**config.mk**
```make
export PLATFORM = sky130hd
export DESIGN_NAME = imu_serial_frame_parser
export DESIGN_NICKNAME = d
export VERILOG_FILES = /design/src/rtl/isfp_pkg.sv /design/src/rtl/imu_serial_frame_parser.sv /design/src/rtl/isfp_front.sv /design/src/rtl/isfp_queue.sv /design/src/rtl/isfp_back.sv
export SDC_FILE = /design/constraint.sdc
export NUM_CORES = 2
export LEC_CHECK = 0
export BUFFER_PORTS_ARGS = -buffer_cell sky130_fd_sc_hd__buf_4
export CORE_MARGIN = 5
export CORE_UTILIZATION = 60
export CTS_BUF_LIST = sky130_fd_sc_hd__clkbuf_8
export DETAILED_ROUTE_END_ITERATION = 8
export GPL_ROUTABILITY_DRIVEN = 1
export PLACE_DENSITY = 0.81
export SYNTH_ARGS = -nofsm -noshare
export SYNTH_HDL_FRONTEND = slang
export SYNTH_HIERARCHICAL = 1
export SYNTH_SLANG_ARGS = --single-unit
```
**constraint.sdc**
```tcl
create_clock -name i_clk -period 9.53 [get_ports i_clk]
set_input_delay 2.859 -clock i_clk [delete_from_list [all_inputs] [get_ports i_clk]]
set_output_delay 2.859 -clock i_clk [all_outputs]
set_load 0.02 [all_outputs]
```
**src/rtl/isfp_pkg.sv**
```systemverilog
// ----------------------------------------------------------------------------
// isfp_pkg: shared types and constants of the IMU serial frame parser
// Frame layout codes, register indexes and the job record that the
// classifier front hands to the scaling back.
// ----------------------------------------------------------------------------
package isfp_pkg;

    // Frame layout
    localparam int FRAME_BYTES = 11;
    localparam int WIN_TAPS    = FRAME_BYTES - 1;

    // Header and type codes
    localparam logic [7:0] HDR_SYNC   = 8'h55;
    localparam logic [7:0] HDR_MASK   = 8'h50;
    localparam logic [7:0] TYPE_ACCEL = 8'h51;
    localparam logic [7:0] TYPE_GYRO  = 8'h52;
    localparam logic [7:0] TYPE_ANGLE = 8'h53;

    // Configuration registers
    localparam int SCALE_W = 12;
    localparam int CFG_IDX_W = 2;
    localparam logic [CFG_IDX_W-1:0] CFG_ACCEL_FS = 2'd0;
    localparam logic [CFG_IDX_W-1:0] CFG_GYRO_FS  = 2'd1;
    localparam logic [CFG_IDX_W-1:0] CFG_ANGLE_FS = 2'd2;
    localparam logic [SCALE_W-1:0] RST_ACCEL_FS = 12'd16;
    localparam logic [SCALE_W-1:0] RST_GYRO_FS  = 12'd2000;
    localparam logic [SCALE_W-1:0] RST_ANGLE_FS = 12'd180;

    // Sample words
    localparam int RAW_W  = 16;
    localparam int AXIS_W = 28;

    // Depth of the queue between front and back
    localparam int QUEUE_DEPTH = 2;

    typedef enum logic [1:0] {
        KIND_ACCEL = 2'd0,
        KIND_GYRO  = 2'd1,
        KIND_ANGLE = 2'd2
    } t_kind;

    typedef struct packed {
        t_kind                     kind;
        logic [SCALE_W-1:0]        scale;
        logic signed [RAW_W-1:0]   raw_x;
        logic signed [RAW_W-1:0]   raw_y;
        logic signed [RAW_W-1:0]   raw_z;
    } t_job;

endpackage

```
**src/rtl/imu_serial_frame_parser.sv**
```systemverilog
// ----------------------------------------------------------------------------
// imu_serial_frame_parser: 11-byte IMU frame parser with fixed-point scaling
// Receives one serial byte per transfer, finds frames that start with 0x55
// and a type byte with bits 0x50 set, and emits scaled three-axis samples.
// ----------------------------------------------------------------------------
// Usage:
//   Input channel (i_rx_valid / o_rx_stall / i_rx_byte) moves one received
//   byte per transfer. Output channel (o_sample_valid / i_sample_stall)
//   moves one sample per transfer: kind (0 accel, 1 gyro, 2 angle) and three
//   28-bit signed axis values, raw word times full scale in units of 2^-15.
//   Frames whose header check fails slide by one byte to resync; good frames
//   of other types are consumed without a sample.
//   Throughput: one byte per cycle while o_rx_stall is low. The window
//   shifts on each accepted byte, and a sample can leave the output
//   register every cycle while i_sample_stall is low. Path: the last
//   byte of a frame writes its job into the queue, and the job then loads
//   the multiplier output register unless an older sample is stalled.
//   Stall: a stalled sample holds in the output register; further jobs wait
//   in a QUEUE_DEPTH-entry queue, and o_rx_stall rises only when that queue
//   is full.
//   Reset (i_rst_n low, synchronous) empties the window and queue and loads
//   the full scales 16, 2000 and 180. Write full scales through
//   i_cfg_we / i_cfg_addr / i_cfg_wdata while the block is idle;
//   index 3 is ignored.
// ----------------------------------------------------------------------------
module imu_serial_frame_parser #(
    parameter int QUEUE_DEPTH = isfp_pkg::QUEUE_DEPTH
) (
    input  logic                                   i_clk,
    input  logic                                   i_rst_n,
    input  logic                                   i_cfg_we,
    input  logic [isfp_pkg::CFG_IDX_W-1:0]         i_cfg_addr,
    input  logic [isfp_pkg::SCALE_W-1:0]           i_cfg_wdata,
    input  logic                                   i_rx_valid,
    output logic                                   o_rx_stall,
    input  logic [7:0]                             i_rx_byte,
    output logic                                   o_sample_valid,
    input  logic                                   i_sample_stall,
    output logic [1:0]                             o_sample_kind,
    output logic signed [isfp_pkg::AXIS_W-1:0]     o_axis_x,
    output logic signed [isfp_pkg::AXIS_W-1:0]     o_axis_y,
    output logic signed [isfp_pkg::AXIS_W-1:0]     o_axis_z
);
    import isfp_pkg::*;

    logic  rx_accept;
    logic  push;
    logic  pop;
    logic  q_full;
    logic  q_empty;
    t_job  push_job;
    t_job  head_job;

    // Hold off the link only while the job queue has no room
    assign o_rx_stall = q_full;
    assign rx_accept  = i_rx_valid && !q_full;

    isfp_front u_front (
        .i_clk       (i_clk),
        .i_rst_n     (i_rst_n),
        .i_cfg_we    (i_cfg_we),
        .i_cfg_addr  (i_cfg_addr),
        .i_cfg_wdata (i_cfg_wdata),
        .i_accept    (rx_accept),
        .i_byte      (i_rx_byte),
        .o_push      (push),
        .o_job       (push_job)
    );

    isfp_queue #(
        .DEPTH (QUEUE_DEPTH)
    ) u_queue (
        .i_clk   (i_clk),
        .i_rst_n (i_rst_n),
        .i_push  (push),
        .i_job   (push_job),
        .i_pop   (pop),
        .o_full  (q_full),
        .o_empty (q_empty),
        .o_head  (head_job)
    );

    isfp_back u_back (
        .i_clk   (i_clk),
        .i_rst_n (i_rst_n),
        .i_empty (q_empty),
        .i_head  (head_job),
        .o_pop   (pop),
        .o_valid (o_sample_valid),
        .i_stall (i_sample_stall),
        .o_kind  (o_sample_kind),
        .o_x     (o_axis_x),
        .o_y     (o_axis_y),
        .o_z     (o_axis_z)
    );

`ifndef SYNTH
    a_stall_means_full: assert property (@(posedge i_clk) disable iff (!i_rst_n)
        o_rx_stall |-> !q_empty)
        else $error("link held off with an empty queue");
`endif

endmodule

```
**src/rtl/isfp_front.sv**
```systemverilog
// ----------------------------------------------------------------------------
// isfp_front: byte window and header classifier
// Shifts received bytes through a ten-byte window, checks the header when a
// full frame is present and pushes a scaling job for known sample types.
// ----------------------------------------------------------------------------
module isfp_front (
    input  logic                              i_clk,
    input  logic                              i_rst_n,
    input  logic                              i_cfg_we,
    input  logic [isfp_pkg::CFG_IDX_W-1:0]    i_cfg_addr,
    input  logic [isfp_pkg::SCALE_W-1:0]      i_cfg_wdata,
    input  logic                              i_accept,
    input  logic [7:0]                        i_byte,
    output logic                              o_push,
    output isfp_pkg::t_job                    o_job
);
    import isfp_pkg::*;

    localparam int HELD_W = $clog2(FRAME_BYTES);
    localparam logic [HELD_W-1:0] HELD_FULL = HELD_W'(WIN_TAPS);

    logic [7:0]          r_win [WIN_TAPS];
    logic [HELD_W-1:0]   r_held;
    logic [HELD_W-1:0]   n_held;
    logic [SCALE_W-1:0]  r_accel_fs;
    logic [SCALE_W-1:0]  r_gyro_fs;
    logic [SCALE_W-1:0]  r_angle_fs;

    logic frame_full;
    logic hdr_ok;
    logic type_known;

    assign frame_full = (r_held == HELD_FULL);
    assign hdr_ok     = (r_win[0] == HDR_SYNC) && ((r_win[1] & HDR_MASK) == HDR_MASK);

    always_comb begin
        type_known  = 1'b1;
        o_job.kind  = KIND_ACCEL;
        o_job.scale = r_accel_fs;
        case (r_win[1])
            TYPE_ACCEL: begin
                o_job.kind  = KIND_ACCEL;
                o_job.scale = r_accel_fs;
            end
            TYPE_GYRO: begin
                o_job.kind  = KIND_GYRO;
                o_job.scale = r_gyro_fs;
            end
            TYPE_ANGLE: begin
                o_job.kind  = KIND_ANGLE;
                o_job.scale = r_angle_fs;
            end
            default: begin
                type_known = 1'b0;
            end
        endcase
        o_job.raw_x = {r_win[3], r_win[2]};
        o_job.raw_y = {r_win[5], r_win[4]};
        o_job.raw_z = {r_win[7], r_win[6]};
    end

    // The incoming byte closes a frame when ten bytes are already held
    assign o_push = i_accept && frame_full && hdr_ok && type_known;

    always_comb begin
        n_held = r_held;
        if (i_accept) begin
            if (!frame_full) begin
                n_held = r_held + HELD_W'(1);
            end else if (!hdr_ok) begin
                n_held = HELD_FULL;
            end else begin
                n_held = '0;
            end
        end
    end

    always_ff @(posedge i_clk) begin
        if (!i_rst_n) begin
            r_held     <= '0;
            r_accel_fs <= RST_ACCEL_FS;
            r_gyro_fs  <= RST_GYRO_FS;
            r_angle_fs <= RST_ANGLE_FS;
        end else begin
            r_held <= n_held;
            if (i_cfg_we) begin
                case (i_cfg_addr)
                    CFG_ACCEL_FS: r_accel_fs <= i_cfg_wdata;
                    CFG_GYRO_FS:  r_gyro_fs  <= i_cfg_wdata;
                    CFG_ANGLE_FS: r_angle_fs <= i_cfg_wdata;
                    default: begin
                    end
                endcase
            end
        end
    end

    // Window advances on every accepted byte; the held count says which taps are real
    always_ff @(posedge i_clk) begin
        if (i_accept) begin
            for (int i = 0; i < WIN_TAPS - 1; i++) begin
                r_win[i] <= r_win[i+1];
            end
            r_win[WIN_TAPS-1] <= i_byte;
        end
    end

`ifndef SYNTH
    a_held_range: assert property (@(posedge i_clk) disable iff (!i_rst_n)
        r_held <= HELD_FULL)
        else $error("held count past window size");

    a_push_clears: assert property (@(posedge i_clk) disable iff (!i_rst_n)
        o_push |=> (r_held == '0))
        else $error("held count not cleared after a good frame");
`endif

endmodule

```
**src/rtl/isfp_queue.sv**
```systemverilog
// ----------------------------------------------------------------------------
// isfp_queue: short job queue between front and back
// Register-based FIFO of scaling jobs; head is shown while not empty.
// ----------------------------------------------------------------------------
module isfp_queue #(
    parameter int DEPTH = isfp_pkg::QUEUE_DEPTH
) (
    input  logic            i_clk,
    input  logic            i_rst_n,
    input  logic            i_push,
    input  isfp_pkg::t_job  i_job,
    input  logic            i_pop,
    output logic            o_full,
    output logic            o_empty,
    output isfp_pkg::t_job  o_head
);
    import isfp_pkg::*;

    localparam int PTR_W = (DEPTH > 1) ? $clog2(DEPTH) : 1;
    localparam int CNT_W = $clog2(DEPTH + 1);
    localparam logic [PTR_W-1:0] PTR_LAST = PTR_W'(DEPTH - 1);

    t_job              r_mem [DEPTH];
    logic [PTR_W-1:0]  r_wr_ptr;
    logic [PTR_W-1:0]  r_rd_ptr;
    logic [CNT_W-1:0]  r_count;

    assign o_full  = (r_count == CNT_W'(DEPTH));
    assign o_empty = (r_count == '0);
    assign o_head  = r_mem[r_rd_ptr];

    always_ff @(posedge i_clk) begin
        if (!i_rst_n) begin
            r_wr_ptr <= '0;
            r_rd_ptr <= '0;
            r_count  <= '0;
        end else begin
            if (i_push) begin
                r_wr_ptr <= (r_wr_ptr == PTR_LAST) ? '0 : r_wr_ptr + PTR_W'(1);
            end
            if (i_pop) begin
                r_rd_ptr <= (r_rd_ptr == PTR_LAST) ? '0 : r_rd_ptr + PTR_W'(1);
            end
            case ({i_push, i_pop})
                2'b10:   r_count <= r_count + CNT_W'(1);
                2'b01:   r_count <= r_count - CNT_W'(1);
                default: r_count <= r_count;
            endcase
        end
    end

    always_ff @(posedge i_clk) begin
        if (i_push) begin
            r_mem[r_wr_ptr] <= i_job;
        end
    end

`ifndef SYNTH
    a_no_overflow: assert property (@(posedge i_clk) disable iff (!i_rst_n)
        i_push |-> (!o_full || i_pop))
        else $error("push into full queue");

    a_no_underflow: assert property (@(posedge i_clk) disable iff (!i_rst_n)
        i_pop |-> !o_empty)
        else $error("pop from empty queue");
`endif

endmodule

```
**src/rtl/isfp_back.sv**
```systemverilog
// ----------------------------------------------------------------------------
// isfp_back: full-scale multipliers and output register
// Multiplies the three raw words of the queue head by the selected full
// scale and holds the result until the receiver takes it.
// ----------------------------------------------------------------------------
module isfp_back (
    input  logic                                   i_clk,
    input  logic                                   i_rst_n,
    input  logic                                   i_empty,
    input  isfp_pkg::t_job                         i_head,
    output logic                                   o_pop,
    output logic                                   o_valid,
    input  logic                                   i_stall,
    output logic [1:0]                             o_kind,
    output logic signed [isfp_pkg::AXIS_W-1:0]     o_x,
    output logic signed [isfp_pkg::AXIS_W-1:0]     o_y,
    output logic signed [isfp_pkg::AXIS_W-1:0]     o_z
);
    import isfp_pkg::*;

    localparam int PROD_W = RAW_W + SCALE_W + 1;

    logic                       r_valid;
    t_kind                      r_kind;
    logic signed [AXIS_W-1:0]   r_x;
    logic signed [AXIS_W-1:0]   r_y;
    logic signed [AXIS_W-1:0]   r_z;
    logic signed [SCALE_W:0]    scale_s;
    logic signed [PROD_W-1:0]   prod_x;
    logic signed [PROD_W-1:0]   prod_y;
    logic signed [PROD_W-1:0]   prod_z;
    logic                       load;

    assign scale_s = $signed({1'b0, i_head.scale});
    assign prod_x  = PROD_W'(i_head.raw_x * scale_s);
    assign prod_y  = PROD_W'(i_head.raw_y * scale_s);
    assign prod_z  = PROD_W'(i_head.raw_z * scale_s);

    // Load a new result when the output register is empty or being taken
    assign load  = !r_valid || !i_stall;
    assign o_pop = load && !i_empty;

    always_ff @(posedge i_clk) begin
        if (!i_rst_n) begin
            r_valid <= 1'b0;
        end else if (load) begin
            r_valid <= !i_empty;
        end
    end

    always_ff @(posedge i_clk) begin
        if (o_pop) begin
            r_kind <= i_head.kind;
            r_x    <= prod_x[AXIS_W-1:0];
            r_y    <= prod_y[AXIS_W-1:0];
            r_z    <= prod_z[AXIS_W-1:0];
        end
    end

    assign o_valid = r_valid;
    assign o_kind  = r_kind;
    assign o_x     = r_x;
    assign o_y     = r_y;
    assign o_z     = r_z;

`ifndef SYNTH
    a_kind_legal: assert property (@(posedge i_clk) disable iff (!i_rst_n)
        r_valid |-> (r_kind != 2'd3))
        else $error("result carries an unused sample kind");
`endif

endmodule
```
# After elaboration in Yosys (flattened, before gate mapping)

Memories as Yosys holds them, arrays and structs flattened. A register that Yosys moved wholly into a read port is not among the register bits.
Index checks and enable logic that the tools add are counted.

Bits in registers: 131
Bits in latches: 0
RAM bits: 204
Memory bits (read-only): 0
Output and inout bits: 88
Logic and storage cells: 64
Memories kept: 2

$add $sub $neg: 5
Multipliers: 3
Div/mod/pow operators: 0
Order comparisons: 0
Equal/unequal tests: 11
Shifts and indexed selects: 0
Muxes and demuxes: 13
Bitwise gates (word level): 0
Reduce and logical (&&, ||, !) cells: 18

Memories:

| name          | words | bits a word | read ports | clocked after memory_dff | write ports | line             | RTL |
|---|---|---|---|---|---|---|---|
| u_queue.r_mem | 2     | 62          | 1          | 1                        | 1           | isfp_queue.sv:23 | `t_job r_mem [DEPTH];` |
| u_front.r_win | 10    | 8           | 10         | 0                        | 10          | isfp_front.sv:22 | `logic [7:0] r_win [WIN_TAPS];` |

Operators by type and width:

| cell                | count |
|---|---|
| $mul 16x13->28      | 3 |
| $eq 8x7->1 const B  | 4 |
| $pmux 14 s2         | 1 |
| $mux 1              | 9 |
| $eq 2x2->1 const B  | 4 |
| $mux 4              | 2 |
| $logic_and 1x1->1   | 6 |
| $reduce_and 2->1    | 3 |
| $add 4x1->4 const B | 1 |
| $eq 2x1->1 const B  | 2 |
| $eq 4x4->1 const B  | 1 |
| $logic_not 1->1     | 4 |
| $logic_not 2->1     | 2 |
| $pmux 2 s2          | 1 |
| $reduce_or 3->1     | 1 |
| $add 1x1->1 const B | 2 |
| $add 2x1->2 const B | 1 |
| $reduce_bool 2->1   | 1 |
| $sub 2x1->2 const B | 1 |
| $logic_or 1x1->1    | 1 |

# Longest topological paths before layout

Word-level depth: 8
Depth in mapped cells: 25
Gate-level depth less buffers: 21

# Hierarchy

The synthesis kept the hierarchy.

By module, submodules not included:

| module                  | times used | cells an instance | area each (um^2) | seq. area each (um^2) |
|---|---|---|---|---|
| isfp_back               | 1          | 2611              | 24106.9          | 2602.5 |
| isfp_queue              | 1          | 215               | 4673.2           | 3823.7 |
| isfp_front              | 1          | 299               | 4359.2           | 3203.1 |
| imu_serial_frame_parser | 1          | 1                 | 13.8             | 0.0 |

# Worst setup path before layout

Ideal clock, no wire load.

Path kind: input to register
From: input port i_sample_stall
To: register u_queue.r_count[1]
Library setup time: 0.070 ns
Arrival time: 8.436 ns
Data required time: 9.460 ns
Path slack: 1.024 ns
Stages on the path: 4
Path buffers: 0
Cell sequence: a21oi_1 -> ha_1 -> or3_1 -> a21boi_1

Longest elaborated chain between the ends: 5

RTL lines:

| item                                            | line                          | RTL |
|---|---|---|
| from (decl)                                     | imu_serial_frame_parser.sv:38 | `input logic i_sample_stall,` |
| $logic_not 1->1 *                               | isfp_back.sv:40               | `assign load = !r_valid \|\| !i_stall;` |
| $logic_or 1x1->1 *                              | isfp_back.sv:40               |  |
| $logic_and 1x1->1 *                             | isfp_back.sv:41               | `assign o_pop = load && !i_empty;` |
| $eq 2x1->1 or $eq 2x2->1 (tied branches)        | isfp_queue.sv:44              | `case ({i_push, i_pop})` |
| $pmux 2 s2 or $reduce_bool 2->1 (tied branches) | --                            |  |
| to (signal assigned)                            | isfp_queue.sv:45              | `2'b10: r_count <= r_count + CNT_W'(1);` |
| to (signal assigned)                            | isfp_queue.sv:46              | `2'b01: r_count <= r_count - CNT_W'(1);` |
| to (signal assigned)                            | isfp_queue.sv:47              | `default: r_count <= r_count;` |
| to (decl)                                       | isfp_queue.sv:26              | `logic [CNT_W-1:0] r_count;` |

Mark *: on every way between the ends. The rest lies on a longest branch, timed or not.
A chain may end at the register's enable or synchronous reset.

==> run summary <==
Worst Setup Start Kind - flip-flop
Critical Path Fanout Max - 48
share of layout cells above drive strength 1 - 9.47%
Post-Layout Cell Count - 3936
grt ovf - 0
top cell type's share of synthesized area - 31.7%
Least-Margin Pin Slew - 1.26 ns
GRT Overall Usage - 24.3%
TritonCTS sink count - 336
H-Tree Level Count - 2
maxcap violations - 0
Initial DRC Count - 1422
Yosys top cell by area - fa_1
IO buf count - 114
Rel. slew slack - 15.9%
CP Capture Type - flip-flop
CTS root buf - clkbuf_8
Hold Path Depth - 0
DRC viols - 0
TritonCTS clock tree - built
hpwl dp - 52000 microns
met3 WL - 5100 microns
Yosys cell types - 66
clk buf depth - 3
# resized after CTS - 0
worst endpoint data arrival time - 8.04 ns
Final Net Count - 3930
initial antenna violation count - 1
FP Rows - 86
Setup TNS - 0 ns
Tmin final - 7.62 ns
Die X - 245 microns
core area - 54900 sq um
CTS Buf Count - 56
post-route ant nets - 0
largest cells by area after synthesis - fa_1, edfxtp_1, inv_1, ha_1, and2_1
DIE HEIGHT - 245 microns
DR pass1 iterations - 6
Data required, critical path - 9.95 ns
Hold-fix buffers, CTS - 0
Max Slew Vio Count - 0
Worst Hold Class - reg -> reg
Post-CTS Setup Inserts - 0
Starting Density - 60.4%
mapped cell area - 33200 sq um
WL met1 - 28700 microns
Routed Wire Length - 70900 microns
gpl congestion - 0.873
vias in the first global route - 24100
first-pass GRT wire length - 119000 microns
met2 wire len - 35200 microns
DP Cell Count - 3829
largest net degree at the start of global routing - 88
Cells after Synth - 3126
Clock Latency Late Sink - 0.70 ns
Die ar. - 60100 sq um
endpoints failing setup - 0
net count after synthesis - 3873
Max Freq - 131 MHz
top routing layer used - met4
unrepaired setup endpoints after global routing - no
syn avg cell area - 10.6 sq um
period utilization - 79.9%
asr flop ratio synth - 0%
number of flops mapped to enable cells by yosys - 290
path depth of the worst reg2reg path - 22
number of I/O pins - 115
sequential-to-total area share from yosys stat - 29.0%
synth warn - 6
clk_skew - 0.0461 ns
Via density - 5.43
predominant post-synthesis flop cell - edfxtp_1
Area Growth Syn to Fin - 7.57%
Seq cells post-synth - 336
Clock Pin Slew Worst Setup and Hold Paths - 0.07 ns
WL/cell - 18.0 microns
final hold vios - 0
vias post-DR - 21400
status - completed
Crit Path Class - reg -> reg
## registers in the layout (all words and copies together), names as in the netlist, named ones only
name and flops:
u_queue/r_rd_ptr 1, u_back/o_x 28, u_back/o_z 28, u_back/o_kind 2, u_queue/r_mem 124, u_queue/r_count 2
u_front/r_held 4, u_back/o_y 28, u_queue/r_wr_ptr 1, u_front/r_angle_fs 12, u_front/r_accel_fs 12, u_front/r_win 80
u_front/r_gyro_fs 12, u_back/o_valid 1
## final timing paths
check,startpoint,slack (ns),endpoint
setup / recovery,flip-flop,1.91,u_back/o_y[27]
hold / removal,u_front/r_win[8][2],0.41,u_front/r_win[7][2]
setup reg to reg,flip-flop,1.91,u_back/o_y[27]
hold reg to reg,u_front/r_win[8][2],0.41,u_front/r_win[7][2]
## critical path, cell delays in order, from the launching register on
cell,delay [ns]
dfxtp_2,0.95
buf_4,0.48
mux2_2,0.38
buf_4,0.30
and2_1,0.23
fa_1,0.49
inv_1,0.05
fa_1,0.56
inv_1,0.09
fa_1,0.48
fa_1,0.54
inv_1,0.05
fa_1,0.47
inv_1,0.04
ha_1,0.39
and3_1,0.22
nand3_1,0.21
nor3_1,0.52
o32ai_2,0.23
a21oi_2,0.22
a41o_1,0.24
a21oi_2,0.08
xnor2_1,0.12
## through the flow
stage | utilization [%] | setup slack (ns) | cell area (sq um) | hold slack (ns)
6_report | 65.0 | 1.91 | 35700 | 0.409
5_1_grt | 65.0 | 1.59 | 35700 | 0.428
4_1_cts | 65.0 | 1.90 | 35700 | 0.404
3_5_place_dp | 62.9 | 1.92 | 34500 | 0.405
3_3_place_gp | 62.9 | 2.14 | 34500 | 0.405
2_1_floorplan | - | 1.02 | 33200 | 0.400
## synth_stat cells, types with 22 or more instances
library cell,count
a21boi_0,27
a21o_1,32
a21oi_1,51
and2_1,311
clkbuf_1,113
dfxtp_1,46
edfxtp_1,290
fa_1,525
ha_1,195
inv_1,752
mux2_2,76
nand2_1,363
nand3_1,22
nor2_1,41
o21ai_0,31
xnor2_1,68
xor2_1,22
## cell usage in the layout (no fill, tap or decap), types with 6 or more instances in the layout
master / instances
nor2b_1: 12
nand2_1: 363
buf_4: 128
o21ai_0: 31
mux2_4: 10
a21o_1: 32
mux2_2: 76
xnor2_1: 68
a31oi_1: 6
fa_1: 525
nand3_1: 22
edfxtp_1: 290
clkinv_1: 11
a21oi_1: 50
clkbuf_8: 58
clkinv_2: 6
or3_1: 6
inv_1: 772
nor3_1: 10
a21boi_0: 27
and2_1: 310
dfxtp_1: 45
xor2_1: 22
o21a_1: 13
ha_1: 195
and3_1: 7
nor2_1: 40
nand2b_1: 11
## final cells by class
class	instances	area (sq um)
multi-input combinational	1909	20200
fill	4126	19200
sequential	336	9630
inverter	752	2820
timing repair buffer	128	961
tap	704	881
clock buffer	58	798
clock inverter	48	363
antenna	1	2.50
## logic make-up (layout without fill, tap and decap cells)
logic type | after synthesis | in the layout | synth area share, %
other cells | 0 | 1 | 0
simple gates | 809 | 809 | 12.3
fa+ha+maj | 720 | 720 | 39.1
mux | 86 | 86 | 3.03
flops | 336 | 336 | 29.0
buf+inv | 881 | 986 | 10.1
compound gates | 204 | 204 | 4.14
xor+xnor | 90 | 90 | 2.38
## per-layer routing
| metal | vias up | track usage, % |
|---|---|---|
| met5 | - | 0 |
| met4 | 0 | 7.49 |
| met3 | 171 | 4.09 |
| met2 | 848 | 42.0 |
| met1 | 10700 | 31.6 |
| li1 | 9598 | - |
Power is left out: the tool's default activity adds up to more than one toggle a clock period on the data nets, which glitch-free logic cannot reach.
